[src/sv/assert_macros.svh]
// Shared assertion forms, clocked on i_clk and quiet while i_rst_n is low.
`ifndef ASSERT_MACROS_SVH
`define ASSERT_MACROS_SVH

// Same-cycle implication.
`define ASSERT_NOW(label, ante, cons, msg) \
    label: assert property (@(posedge i_clk) disable iff (!i_rst_n) \
        (ante) |-> (cons)) else $error(msg);

// Next-cycle implication.
`define ASSERT_NEXT(label, ante, cons, msg) \
    label: assert property (@(posedge i_clk) disable iff (!i_rst_n) \
        (ante) |=> (cons)) else $error(msg);

`endif

[src/sv/swr_pkg.sv]
package swr_pkg;

    localparam int MAX_ELEMENTS = 64;
    localparam int IDX_W        = $clog2(MAX_ELEMENTS);
    localparam int CNT_W        = $clog2(MAX_ELEMENTS + 1);
    localparam int WORD_W       = 31;
    localparam int CFG_W        = 7;
    localparam int CFG_IDX_W    = 2;
    localparam int STEP_W       = $clog2(WORD_W);

    localparam logic [CFG_IDX_W-1:0] REG_ELEMENT_COUNT = CFG_IDX_W'(0);
    localparam logic [CFG_IDX_W-1:0] REG_SAMPLE_COUNT  = CFG_IDX_W'(1);

    localparam logic [CFG_W-1:0] ELEMENT_COUNT_RESET = CFG_W'(64);
    localparam logic [CFG_W-1:0] SAMPLE_COUNT_RESET  = CFG_W'(64);

    typedef enum logic [2:0] {
        ST_IDLE,
        ST_COUNT,
        ST_MOD,
        ST_SELECT,
        ST_EMIT
    } t_state;

    // Token that walks the cell chain, one cell per cycle.
    typedef struct packed {
        logic             valid;
        logic             is_select;  // 0: count free slots, 1: find ranked slot
        logic [IDX_W-1:0] idx;        // index of the cell the token enters
        logic [CNT_W-1:0] val;        // running free count, or rank still to skip
        logic             found;
        logic [IDX_W-1:0] pick;
    } t_tok;

endpackage

[src/sv/swr_cell.sv]
module swr_cell (
    input  logic                     i_clk,
    input  logic                     i_rst_n,
    input  swr_pkg::t_tok            i_tok,
    input  logic [swr_pkg::CNT_W-1:0] i_limit,
    input  logic                     i_clear,
    output swr_pkg::t_tok            o_tok
);

    logic          r_used;
    swr_pkg::t_tok r_tok;
    swr_pkg::t_tok n_tok;
    logic          w_active;
    logic          w_hit;

    // A cell takes part only if its slot is free and below the element count.
    assign w_active = i_tok.valid && !r_used
                      && ({1'b0, i_tok.idx} < i_limit);
    assign w_hit    = w_active && i_tok.is_select && !i_tok.found
                      && (i_tok.val == '0);

    always_comb begin
        n_tok     = i_tok;
        n_tok.idx = i_tok.idx + swr_pkg::IDX_W'(1);
        if (!i_tok.is_select) begin
            if (w_active) begin
                n_tok.val = i_tok.val + swr_pkg::CNT_W'(1);
            end
        end else if (w_hit) begin
            n_tok.found = 1'b1;
            n_tok.pick  = i_tok.idx;
        end else if (w_active && !i_tok.found) begin
            n_tok.val = i_tok.val - swr_pkg::CNT_W'(1);
        end
    end

    always_ff @(posedge i_clk) begin
        if (!i_rst_n) begin
            r_used      <= 1'b0;
            r_tok.valid <= 1'b0;
        end else begin
            r_tok <= n_tok;
            if (i_clear) begin
                r_used <= 1'b0;
            end else if (w_hit) begin
                r_used <= 1'b1;
            end
        end
    end

    assign o_tok = r_tok;

endmodule

[src/sv/swr_mod.sv]
module swr_mod (
    input  logic                      i_clk,
    input  logic                      i_rst_n,
    input  logic                      i_start,
    input  logic [swr_pkg::WORD_W-1:0] i_dividend,
    input  logic [swr_pkg::CNT_W-1:0]  i_divisor,
    output logic                      o_done,
    output logic [swr_pkg::IDX_W-1:0]  o_rem
);

    logic                       r_busy;
    logic                       r_done;
    logic [swr_pkg::STEP_W-1:0] r_step;
    logic [swr_pkg::WORD_W-1:0] r_quo;
    logic [swr_pkg::IDX_W-1:0]  r_rem;
    logic [swr_pkg::CNT_W-1:0]  r_div;
    logic [swr_pkg::CNT_W-1:0]  w_trial;
    logic [swr_pkg::IDX_W-1:0]  n_rem;

    // Restoring division, one dividend bit per cycle; remainder stays below divisor.
    assign w_trial = {r_rem, r_quo[swr_pkg::WORD_W-1]};

    always_comb begin
        if (w_trial >= r_div) begin
            n_rem = swr_pkg::IDX_W'(w_trial - r_div);
        end else begin
            n_rem = w_trial[swr_pkg::IDX_W-1:0];
        end
    end

    always_ff @(posedge i_clk) begin
        if (!i_rst_n) begin
            r_busy <= 1'b0;
            r_done <= 1'b0;
        end else begin
            r_done <= 1'b0;
            if (i_start) begin
                r_busy <= 1'b1;
                r_step <= '0;
                r_quo  <= i_dividend;
                r_rem  <= '0;
                r_div  <= i_divisor;
            end else if (r_busy) begin
                r_quo <= {r_quo[swr_pkg::WORD_W-2:0], 1'b0};
                r_rem <= n_rem;
                r_step <= r_step + swr_pkg::STEP_W'(1);
                if (r_step == swr_pkg::STEP_W'(swr_pkg::WORD_W - 1)) begin
                    r_busy <= 1'b0;
                    r_done <= 1'b1;
                end
            end
        end
    end

    assign o_done = r_done;
    assign o_rem  = r_rem;

endmodule

[src/sv/sample_without_replacement_core.sv]
// Random sampling without replacement.
// Input stream: one random word per item (tdata), with tuser set to restart
// the run before that draw. Output stream: one item per input item carrying
// the chosen element index (tdata); tlast marks the draw that completes the
// run of sample_count draws, after which the used map and draw count clear.
// Config channel: index 0 writes element_count, index 1 writes sample_count;
// write only while idle. Other indexes are ignored.
// Items are handled one at a time: a token pass down the cell chain counts
// free slots, the restoring divider works through the 31 dividend bits for
// the modulo, and a second pass finds and marks the ranked slot. The chain
// length sets both passes.
// Input ready is high only while idle; a finished result sits in the output
// register, so the next item is taken while it waits. If the receiver still
// holds the previous result when a new one is ready, the core waits.
// Reset (synchronous, active low) clears the used map, the draw count and
// all valid flags, and sets both counts to 64. No clearing pass is needed.
`include "assert_macros.svh"

module sample_without_replacement_core (
    input  logic                          i_clk,
    input  logic                          i_rst_n,
    input  logic                          i_s_axis_tvalid,
    output logic                          o_s_axis_tready,
    input  logic [31:0]                   i_s_axis_tdata,  // [30:0] random_word, [31] zero
    input  logic                          i_s_axis_tuser,  // [0] restart
    output logic                          o_m_axis_tvalid,
    input  logic                          i_m_axis_tready,
    output logic [7:0]                    o_m_axis_tdata,  // [5:0] chosen_index, [7:6] zero
    output logic                          o_m_axis_tlast,  // run_last
    input  logic                          i_cfg_valid,
    output logic                          o_cfg_ready,
    input  logic [swr_pkg::CFG_IDX_W-1:0] i_cfg_index,
    input  logic [swr_pkg::CFG_W-1:0]     i_cfg_data
);

    localparam int N = swr_pkg::MAX_ELEMENTS;

    swr_pkg::t_state r_state;
    swr_pkg::t_state n_state;

    logic [swr_pkg::CFG_W-1:0]  r_elem;
    logic [swr_pkg::CFG_W-1:0]  r_samp;
    logic [swr_pkg::WORD_W-1:0] r_word;
    logic [swr_pkg::CNT_W-1:0]  r_dc;
    logic [swr_pkg::IDX_W-1:0]  r_pick;
    logic                       r_last;
    logic                       r_out_valid;
    logic [swr_pkg::IDX_W-1:0]  r_out_index;
    logic                       r_out_last;
    swr_pkg::t_tok              r_inj;
    swr_pkg::t_tok              n_inj;

    swr_pkg::t_tok              w_tok [N+1];
    swr_pkg::t_tok              w_end;
    logic [swr_pkg::CNT_W-1:0]  w_n;
    logic [swr_pkg::CNT_W-1:0]  w_s;
    logic                       w_accept;
    logic                       w_count_done;
    logic                       w_sel_done;
    logic                       w_mod_done;
    logic [swr_pkg::IDX_W-1:0]  w_rank;
    logic [swr_pkg::CNT_W-1:0]  w_unused;
    logic [swr_pkg::CNT_W-1:0]  w_dc_inc;
    logic                       w_run_last;
    logic                       w_out_free;
    logic                       w_load_out;
    logic                       w_clear;

    // Effective counts: element_count into 1..MAX, sample_count into 1..n.
    always_comb begin
        if (r_elem == '0) begin
            w_n = swr_pkg::CNT_W'(1);
        end else if (r_elem > swr_pkg::CFG_W'(N)) begin
            w_n = swr_pkg::CNT_W'(N);
        end else begin
            w_n = swr_pkg::CNT_W'(r_elem);
        end
        if (r_samp == '0) begin
            w_s = swr_pkg::CNT_W'(1);
        end else if (swr_pkg::CNT_W'(r_samp) > w_n) begin
            w_s = w_n;
        end else begin
            w_s = swr_pkg::CNT_W'(r_samp);
        end
    end

    assign o_cfg_ready = 1'b1;

    always_ff @(posedge i_clk) begin
        if (!i_rst_n) begin
            r_elem <= swr_pkg::ELEMENT_COUNT_RESET;
            r_samp <= swr_pkg::SAMPLE_COUNT_RESET;
        end else if (i_cfg_valid) begin
            unique case (i_cfg_index)
                swr_pkg::REG_ELEMENT_COUNT: r_elem <= i_cfg_data;
                swr_pkg::REG_SAMPLE_COUNT:  r_samp <= i_cfg_data;
                default: ;
            endcase
        end
    end

    // Cell chain: one used bit per cell, token handed on every cycle.
    assign w_tok[0] = r_inj;

    for (genvar g = 0; g < N; g++) begin : g_cell
        swr_cell u_cell (
            .i_clk   (i_clk),
            .i_rst_n (i_rst_n),
            .i_tok   (w_tok[g]),
            .i_limit (w_n),
            .i_clear (w_clear),
            .o_tok   (w_tok[g+1])
        );
    end

    assign w_end = w_tok[N];

    // No free slot below n after a register change: restart the run with all n free.
    assign w_unused = (w_end.val == '0) ? w_n : w_end.val;

    swr_mod u_mod (
        .i_clk      (i_clk),
        .i_rst_n    (i_rst_n),
        .i_start    (w_count_done),
        .i_dividend (r_word),
        .i_divisor  (w_unused),
        .o_done     (w_mod_done),
        .o_rem      (w_rank)
    );

    assign w_dc_inc   = r_dc + swr_pkg::CNT_W'(1);
    assign w_run_last = (w_dc_inc >= w_s);
    assign w_out_free = !r_out_valid || i_m_axis_tready;

    // Next state.
    always_comb begin
        n_state = r_state;
        unique case (r_state)
            swr_pkg::ST_IDLE:   if (i_s_axis_tvalid) n_state = swr_pkg::ST_COUNT;
            swr_pkg::ST_COUNT:  if (w_end.valid)     n_state = swr_pkg::ST_MOD;
            swr_pkg::ST_MOD:    if (w_mod_done)      n_state = swr_pkg::ST_SELECT;
            swr_pkg::ST_SELECT: if (w_end.valid)     n_state = swr_pkg::ST_EMIT;
            swr_pkg::ST_EMIT:   if (w_out_free)      n_state = swr_pkg::ST_IDLE;
            default:            n_state = swr_pkg::ST_IDLE;
        endcase
    end

    // State outputs.
    always_comb begin
        o_s_axis_tready = (r_state == swr_pkg::ST_IDLE);
        w_accept        = o_s_axis_tready && i_s_axis_tvalid;
        w_count_done    = (r_state == swr_pkg::ST_COUNT) && w_end.valid;
        w_sel_done      = (r_state == swr_pkg::ST_SELECT) && w_end.valid;
        w_load_out      = (r_state == swr_pkg::ST_EMIT) && w_out_free;
        w_clear         = (w_accept && (i_s_axis_tuser || (r_dc >= w_s)))
                          || (w_count_done && (w_end.val == '0))
                          || (w_sel_done && w_run_last);

        n_inj = '0;
        if (w_accept) begin
            n_inj.valid = 1'b1;
        end else if ((r_state == swr_pkg::ST_MOD) && w_mod_done) begin
            n_inj.valid     = 1'b1;
            n_inj.is_select = 1'b1;
            n_inj.val       = swr_pkg::CNT_W'(w_rank);
        end
    end

    always_ff @(posedge i_clk) begin
        if (!i_rst_n) begin
            r_state     <= swr_pkg::ST_IDLE;
            r_dc        <= '0;
            r_inj.valid <= 1'b0;
            r_out_valid <= 1'b0;
        end else begin
            r_state <= n_state;
            r_inj   <= n_inj;
            if (w_accept) begin
                r_word <= i_s_axis_tdata[swr_pkg::WORD_W-1:0];
            end
            // Mark the draw; drop the count whenever the map clears.
            if (w_clear) begin
                r_dc <= '0;
            end else if (w_sel_done) begin
                r_dc <= w_dc_inc;
            end
            if (w_sel_done) begin
                r_pick <= w_end.pick;
                r_last <= w_run_last;
            end
            // Hold the result until taken.
            if (w_load_out) begin
                r_out_valid <= 1'b1;
                r_out_index <= r_pick;
                r_out_last  <= r_last;
            end else if (i_m_axis_tready) begin
                r_out_valid <= 1'b0;
            end
        end
    end

    assign o_m_axis_tvalid = r_out_valid;
    assign o_m_axis_tdata  = {{(8 - swr_pkg::IDX_W){1'b0}}, r_out_index};
    assign o_m_axis_tlast  = r_out_last;

    `ASSERT_NOW(a_sel_found, w_sel_done, w_end.found, "select pass found no free slot")
    `ASSERT_NOW(a_count_range, w_count_done, w_end.val <= w_n, "free count above element count")
    `ASSERT_NOW(a_rank_range, w_mod_done, swr_pkg::CNT_W'(w_rank) < w_unused, "rank not below free count")
    `ASSERT_NEXT(a_last_clears, w_sel_done && w_run_last, r_dc == '0, "draw count not cleared at run end")

endmodule
[config.mk]
export PLATFORM = sky130hd
export DESIGN_NAME = sample_without_replacement_core
export DESIGN_NICKNAME = d
export VERILOG_FILES = /design/src/sv/swr_pkg.sv /design/src/sv/swr_cell.sv /design/src/sv/swr_mod.sv /design/src/sv/sample_without_replacement_core.sv
export VERILOG_INCLUDE_DIRS = /design/src /design/src/sv
export SDC_FILE = /design/constraint.sdc
export NUM_CORES = 2
export LEC_CHECK = 0
export ABC_CLOCK_PERIOD_IN_PS = 5800
export BUFFER_PORTS_ARGS = -buffer_cell sky130_fd_sc_hd__buf_2
export CAP_MARGIN = 25
export CORE_ASPECT_RATIO = 0.7
export CORE_MARGIN = 5
export CORE_UTILIZATION = 41
export CTS_CLUSTER_DIAMETER = 30
export CTS_CLUSTER_SIZE = 8
export DETAILED_ROUTE_END_ITERATION = 6
export HOLD_SLACK_MARGIN = 0.03
export PLACE_DENSITY = 0.55
export SKIP_CTS_REPAIR_TIMING = 1
export SYNTH_ARGS = -nofsm -noshare
export SYNTH_HDL_FRONTEND = slang
export SYNTH_HIERARCHICAL = 1
export SYNTH_SLANG_ARGS = --single-unit
[constraint.sdc]
create_clock -name i_clk -period 5.8 [get_ports i_clk]
set_clock_uncertainty 0.2 [all_clocks]
set_input_delay 0.87 -clock i_clk [delete_from_list [all_inputs] [get_ports i_clk]]
set_output_delay 0.87 -clock i_clk [all_outputs]
set_load 0.02 [all_outputs]
=== Yosys cells after proc, flatten, opt, wreduce, memory -nomap -nowiden ===
Index checks and enable logic that the tools add are counted.

* Add/subtract/negate cells: 131
* $lt $le $gt $ge: 69
* Equal/unequal tests: 11
* Muxes and demuxes: 407
* Bitwise logic cells: 3
* Reductions and logical operators: 604

{| class="wikitable"
|+ Operators with widths
! kind !! number
|-
| $mux W7 || 386
|-
| $logic_not A7 Y1 || 67
|-
| $add A7 B1 Y7 const B || 65
|-
| $sub A7 B1 Y7 const B || 64
|-
| $logic_and A1 B1 Y1 || 390
|-
| $lt A6 B7 Y1 const A || 32
|-
| $logic_not A1 Y1 || 128
|-
| $lt A5 B7 Y1 const A || 16
|-
| $mux W31 || 2
|-
| $lt A4 B7 Y1 const A || 8
|-
| $lt A3 B7 Y1 const A || 4
|-
| $mux W6 || 4
|-
| $ge A7 B7 Y1 || 3
|-
| $mux W3 || 5
|-
| $pmux W3 S5 || 1
|-
| $lt A1 B7 Y1 const A || 2
|-
| $lt A2 B7 Y1 const A || 2
|-
| $reduce_and A2 Y1 || 7
|-
| $gt A7 B7 Y1 || 1
|-
| $gt A7 B7 Y1 const B || 1
|-
| $mux W1 || 7
|-
| $eq A3 B2 Y1 const B || 2
|-
| $ne A2 B1 Y1 const B || 3
|-
| $sub A6 B6 Y6 || 1
|-
| 16 further kinds || 24
|}

* Register bits: 1216
* Bits of input ports: 47
* Output and inout bits: 12
* Word-level logic and storage cells: 1627

=== Logic depth before layout (Yosys ltp) ===
* Word-level depth: 12
* Mapped depth: 15
* Mapped depth without buffers: 15

=== Modules after synthesis ===
Netlist, hierarchy kept.

{| class="wikitable"
|+ By module, submodules not included
! module !! instances !! cells an instance !! area an instance (um^2) !! seq. area each (um^2)
|-
| swr_cell (g_cell[0].u_cell ...) || 60 || 116 || 1353.8 || 670.6
|-
| sample_without_replacement_core || 1 || 294 || 3592.2 || 2082.0
|-
| swr_cell (g_cell[8].u_cell ...) || 2 || 121 || 1406.3 || 670.6
|-
| swr_mod || 1 || 162 || 2392.3 || 1511.4
|-
| swr_cell (g_cell[7].u_cell) || 1 || 120 || 1355.0 || 670.6
|-
| swr_cell (g_cell[48].u_cell) || 1 || 110 || 1300.0 || 670.6
|}

=== Worst setup path after synthesis ===
No wires, ideal clock.

* Kind: flip-flop to flip-flop
* From: reg r_elem[1] (netlist name)
* To: reg g_cell[8].u_cell.r_used
* Library setup time: 0.116 ns
* Data arrival time: 5.935 ns
* Data required time: 5.484 ns
* Setup slack: -0.451 ns
* Cell stages (with the launch flop): 16
* Buffers on the path: 0
* Clock period less this slack: 6.251 ns
* Path through: dfxtp_1 > nor3_1 > a21oi_1 > nor2_1 > ha_1 > nand4_1 > nor2_1 > a21oi_2 > mux2i_1 > ha_1 > nand2b_1 > a31oi_1 > o21ai_1 > a221o_1 > inv_1 > o211a_1

* Longest elaborated chain between the ends: 12
* Elaborated cells between the ends (all ways): 20
* Those cells by class: order compare: 5; mux: 4; reduce/logical: 11

{| class="wikitable"
|+ RTL lines
! element !! line !! text
|-
| start: declaration || sample_without_replacement_core.sv:41 || <nowiki>logic [swr_pkg::CFG_W-1:0] r_elem;</nowiki>
|-
| start signal: assignment || sample_without_replacement_core.sv:91 || <nowiki>r_elem <= swr_pkg::ELEMENT_COUNT_RESET;</nowiki>
|-
| start signal: assignment || sample_without_replacement_core.sv:95 || <nowiki>swr_pkg::REG_ELEMENT_COUNT: r_elem <= i_cfg_data;</nowiki>
|-
| $gt A7 B7 Y1 || sample_without_replacement_core.sv:73 || <nowiki>end else if (r_elem > swr_pkg::CFG_W'(N)) begin</nowiki>
|-
| $mux W7 || sample_without_replacement_core.sv:73 ||
|-
| $mux W7 (*) || sample_without_replacement_core.sv:71 || <nowiki>if (r_elem == '0) begin</nowiki>
|-
| net w_n (one bit) || sample_without_replacement_core.sv:55 || <nowiki>logic [swr_pkg::CNT_W-1:0] w_n;</nowiki>
|-
| $gt A7 B7 Y1 || sample_without_replacement_core.sv:80 || <nowiki>end else if (swr_pkg::CNT_W'(r_samp) > w_n) begin</nowiki>
|-
| $mux W7 (*) || sample_without_replacement_core.sv:80 ||
|-
| $mux W7 (*) || sample_without_replacement_core.sv:78 || <nowiki>if (r_samp == '0) begin</nowiki>
|-
| $ge A7 B7 Y1 || sample_without_replacement_core.sv:155 || <nowiki>w_clear = (w_accept && (i_s_axis_tuser || (r_dc >= w_s)))</nowiki>
|-
| $logic_or A1 B1 Y1 || sample_without_replacement_core.sv:155 ||
|-
| $logic_and A1 B1 Y1 || sample_without_replacement_core.sv:155 ||
|-
| $logic_or A1 B1 Y1 || sample_without_replacement_core.sv:156 || <nowiki>|| (w_count_done && (w_end.val == '0))</nowiki>
|-
| $logic_or A1 B1 Y1 (*) || sample_without_replacement_core.sv:157 || <nowiki>|| (w_sel_done && w_run_last);</nowiki>
|-
| net w_clear || sample_without_replacement_core.sv:67 || <nowiki>logic w_clear;</nowiki>
|-
| $reduce_or A2 Y1 (no line) (*) || -- ||
|-
| end signal: assignment || swr_cell.sv:39 || <nowiki>r_used <= 1'b0;</nowiki>
|-
| end signal: assignment || swr_cell.sv:44 || <nowiki>r_used <= 1'b0;</nowiki>
|-
| end signal: assignment || swr_cell.sv:46 || <nowiki>r_used <= 1'b1;</nowiki>
|-
| end: declaration || swr_cell.sv:10 || <nowiki>logic r_used;</nowiki>
|}

Mark *: on every way through the listed nets, which the timed path passes. The rest lies on a longest branch.
A chain may end at the register's enable or synchronous reset.

=== Worst setup path in the final report ===
* From: reg r_elem[6] (netlist name)
* To: reg g_cell[20].u_cell.r_used

* Longest elaborated chain between the ends: 12
* Elaborated cells between the ends (all ways): 20
* Those cells by class: order compare: 5; mux: 4; reduce/logical: 11

{| class="wikitable"
|+ RTL lines
! element !! line
|-
| $gt A7 B7 Y1 || sample_without_replacement_core.sv:73
|-
| $mux W7 || sample_without_replacement_core.sv:73
|-
| $mux W7 (*) || sample_without_replacement_core.sv:71
|-
| $gt A7 B7 Y1 || sample_without_replacement_core.sv:80
|-
| $mux W7 (*) || sample_without_replacement_core.sv:80
|-
| $mux W7 (*) || sample_without_replacement_core.sv:78
|-
| $ge A7 B7 Y1 || sample_without_replacement_core.sv:155
|-
| $logic_or A1 B1 Y1 || sample_without_replacement_core.sv:155
|-
| $logic_and A1 B1 Y1 || sample_without_replacement_core.sv:155
|-
| $logic_or A1 B1 Y1 || sample_without_replacement_core.sv:156
|-
| $logic_or A1 B1 Y1 (*) || sample_without_replacement_core.sv:157
|-
| net w_clear || sample_without_replacement_core.sv:67
|-
| $reduce_or A2 Y1 (no line) (*) || --
|-
| end signal: assignment || swr_cell.sv:39
|-
| end signal: assignment || swr_cell.sv:44
|-
| end signal: assignment || swr_cell.sv:46
|-
| end: declaration || swr_cell.sv:10
|}

Marked as above.

==> flow_summary.ini <==
[setup_path]
timing.critical_path.mode_cell = ha_1
critical-path-top-delay-family = compound AO/OA/AOI/OAI gates
arrival_ps = 5070
path_cells = clkinv_1 -> nand2_1 -> ha_1 -> a21oi_1 -> a211o_1 -> a21oi_2 -> mux2i_1 -> ha_1 -> nand2b_1 -> a31oi_1 -> o21ai_1 -> a221o_4 -> buf_12 -> inv_1 -> o211a_1
crit_type = register to register
crit_required_ps = 6310
r2r-start = r_elem[6]
r2r_slack_ps = 1230
reg2regPathDepth = 15
worst_path_max_delay_cell = o21ai_1
critPathCaptureType = register
max_stage_delay_ps = 600
path_max_fanout = 64
start_kind = register
cp.buffers_inverters = 3
r2r_end = g_cell[20].u_cell/r_used

[timing]
fmax_mhz = 219
fin_crit_sh = 0.787
finalSetupTns_ps = 0
grt_setup_unrepaired = no
maxSlewHeadroom = 0.340
fin_crit_ps = 4570
hold_viol_final = 0
finalSetupViolCount = 0
maxSlewViolCount = 0
worst-slew-pin-transition_ps = 991
whs_ps = 87.7

[outcome]
status = finished, final reports clean

[worst_hold_path]
hold_end = r_samp[2]
hold_depth = 3
min_from = i_cfg_data[2]
hold_class = input pin to register

[floorplan]
initial_core_util = 0.413
pin_count = 59
coreArea_sq_um = 224000
die_x_um = 577
die_y_um = 407
die_area_sq_um = 235000
row_count = 145

[clock_tree]
cts_root_buffer = clkbuf_16
worstSkewPairLatency_ps = 830
cts_tree = yes
clockBufferDepth = 4
clkTransAtPathRegs_ps = 50
htree_levels = 5
cts_buffers = 360
cts.sinks = 1593

[job]
cap_violations = 0

[cells_and_area]
drive_above_1_share = 0.166
area_growth_pct = 17.6
nNetsFinal = 8847

[detailed_routing]
ant_nets = 0
vias_per_cell = 5.46
routed_wl_um = 205000
vias = 62800
drtPass1Iterations = 5
drt_iter0_markers = 4690
drcViolationCount = 0
wl_per_cell_um = 17.8

[grt]
grt_max_degree = 172
grt_pass1_vias = 60400
grt.overflow.total = 0
antenna_found_initial = 1
grt_pass1_wl_um = 331000
grt_usage = 0.169

[pwr]
power_uw = 36800
p_comb_frac = 0.058
clkPwrFrac = 0.557
leakagePower_uw = 0.0407
switching_share = 0.226
power_density_nw_per_um2 = 339
peakVddDrop_mv = 0.238
power_frac_seq = 0.385
power.internal_uw = 28500
p_switching_uw = 8320

[synthesis]
syn-mean-instance-area_sq_um = 11.7
synth_area_sq_um = 92400
netlist_instances = 7870
ys.warnings.count = 6

[place]
io_buffers = 54
place.gp.congestion = 0.811
dp_hpwl_um = 134000
-- worst register-to-register path: stages (launching register included) --
cell      delay [ps]
dfxtp_4          350
clkinv_1         170
nand2_1          220
ha_1             380
a21oi_1           80
a211o_1          340
a21oi_2          380
mux2i_1          180
ha_1             320
nand2b_1         100
a31oi_1           80
o21ai_1          600
a221o_4          300
buf_12           390
inv_1            240
o211a_1          130
-- layer usage --
layer	vias up	part of all wire	track usage
met5	-	0	0
met4	0	0.020	0.0439
met3	332	0.051	0.0284
li1	30500	-	-
met2	1468	0.40	0.227
met1	30600	0.53	0.274
-- cells in the final DEF, fill, tap and decap left out, types with 201 or more instances in the layout --
master / count
nor2_1: 291
nand3_1: 392
clkbuf_16: 368
xnor2_1: 376
xor2_1: 201
ha_1: 607
edfxtp_1: 1437
inv_1: 717
nand2_1: 354
mux2_2: 402
-- power groups by stage --
stage / Sequential [uW] / Combinational, uW / Clock, uW
6_report: 14200 / 2140 / 20500
5_1_grt: 14300 / 2440 / 21600
4_1_cts: 14200 / 2140 / 21000
3_5_place_dp: 14400 / 2120 / 0
3_3_place_gp: 14400 / 2040 / 0
2_1_floorplan: 14000 / 1580 / 0
-- sequential cells by signal, indices dropped and copies added (netlist names), 7 cells and up --
register,flops
g_cell.u_cell/o_tok,1400
u_mod/r_div,7
r_dc,7
u_mod/r_quo,31
r_inj,8
r_samp,7
r_elem,7
g_cell.u_cell/r_used,64
r_word,31
-- worst max path at each step --
stage	start	endpoint	slack (ps)	cells after the start
2_1_floorplan	r_elem[1]	g_cell[8].u_cell/r_used	400	15
3_3_place_gp	r_elem[6]	g_cell[11].u_cell/r_used	1200	15
3_5_place_dp	r_elem[6]	g_cell[11].u_cell/r_used	1220	15
4_1_cts	r_elem[6]	g_cell[23].u_cell/r_used	1200	15
5_1_grt	r_elem[6]	g_cell[26].u_cell/r_used	790	15
6_report	r_elem[6]	g_cell[20].u_cell/r_used	1230	15
-- through the flow --
step | cells | utilization | instance area (sq um) | setup slack [ps]
6_report | 11500 | 0.485 | 109000 | 1230
5_1_grt | 11500 | 0.485 | 109000 | 790
4_1_cts | 11500 | 0.484 | 108000 | 1200
3_5_place_dp | 10800 | 0.429 | 96000 | 1220
3_3_place_gp | 10800 | 0.429 | 96000 | 1200
2_1_floorplan | 7915 | - | 92500 | 400
-- area by class of cell --
type | count | area (sq um)
multi-input cells | 5391 | 42400
well taps | 3013 | 3770
diodes | 1 | 2.50
inverters | 723 | 2730
clock buffers | 449 | 9740
repair buffers | 123 | 1070
clock inverters | 212 | 2570
fillers | 19500 | 115000
flip-flops and latches | 1593 | 46300
(Power assumes the default switching activity.)
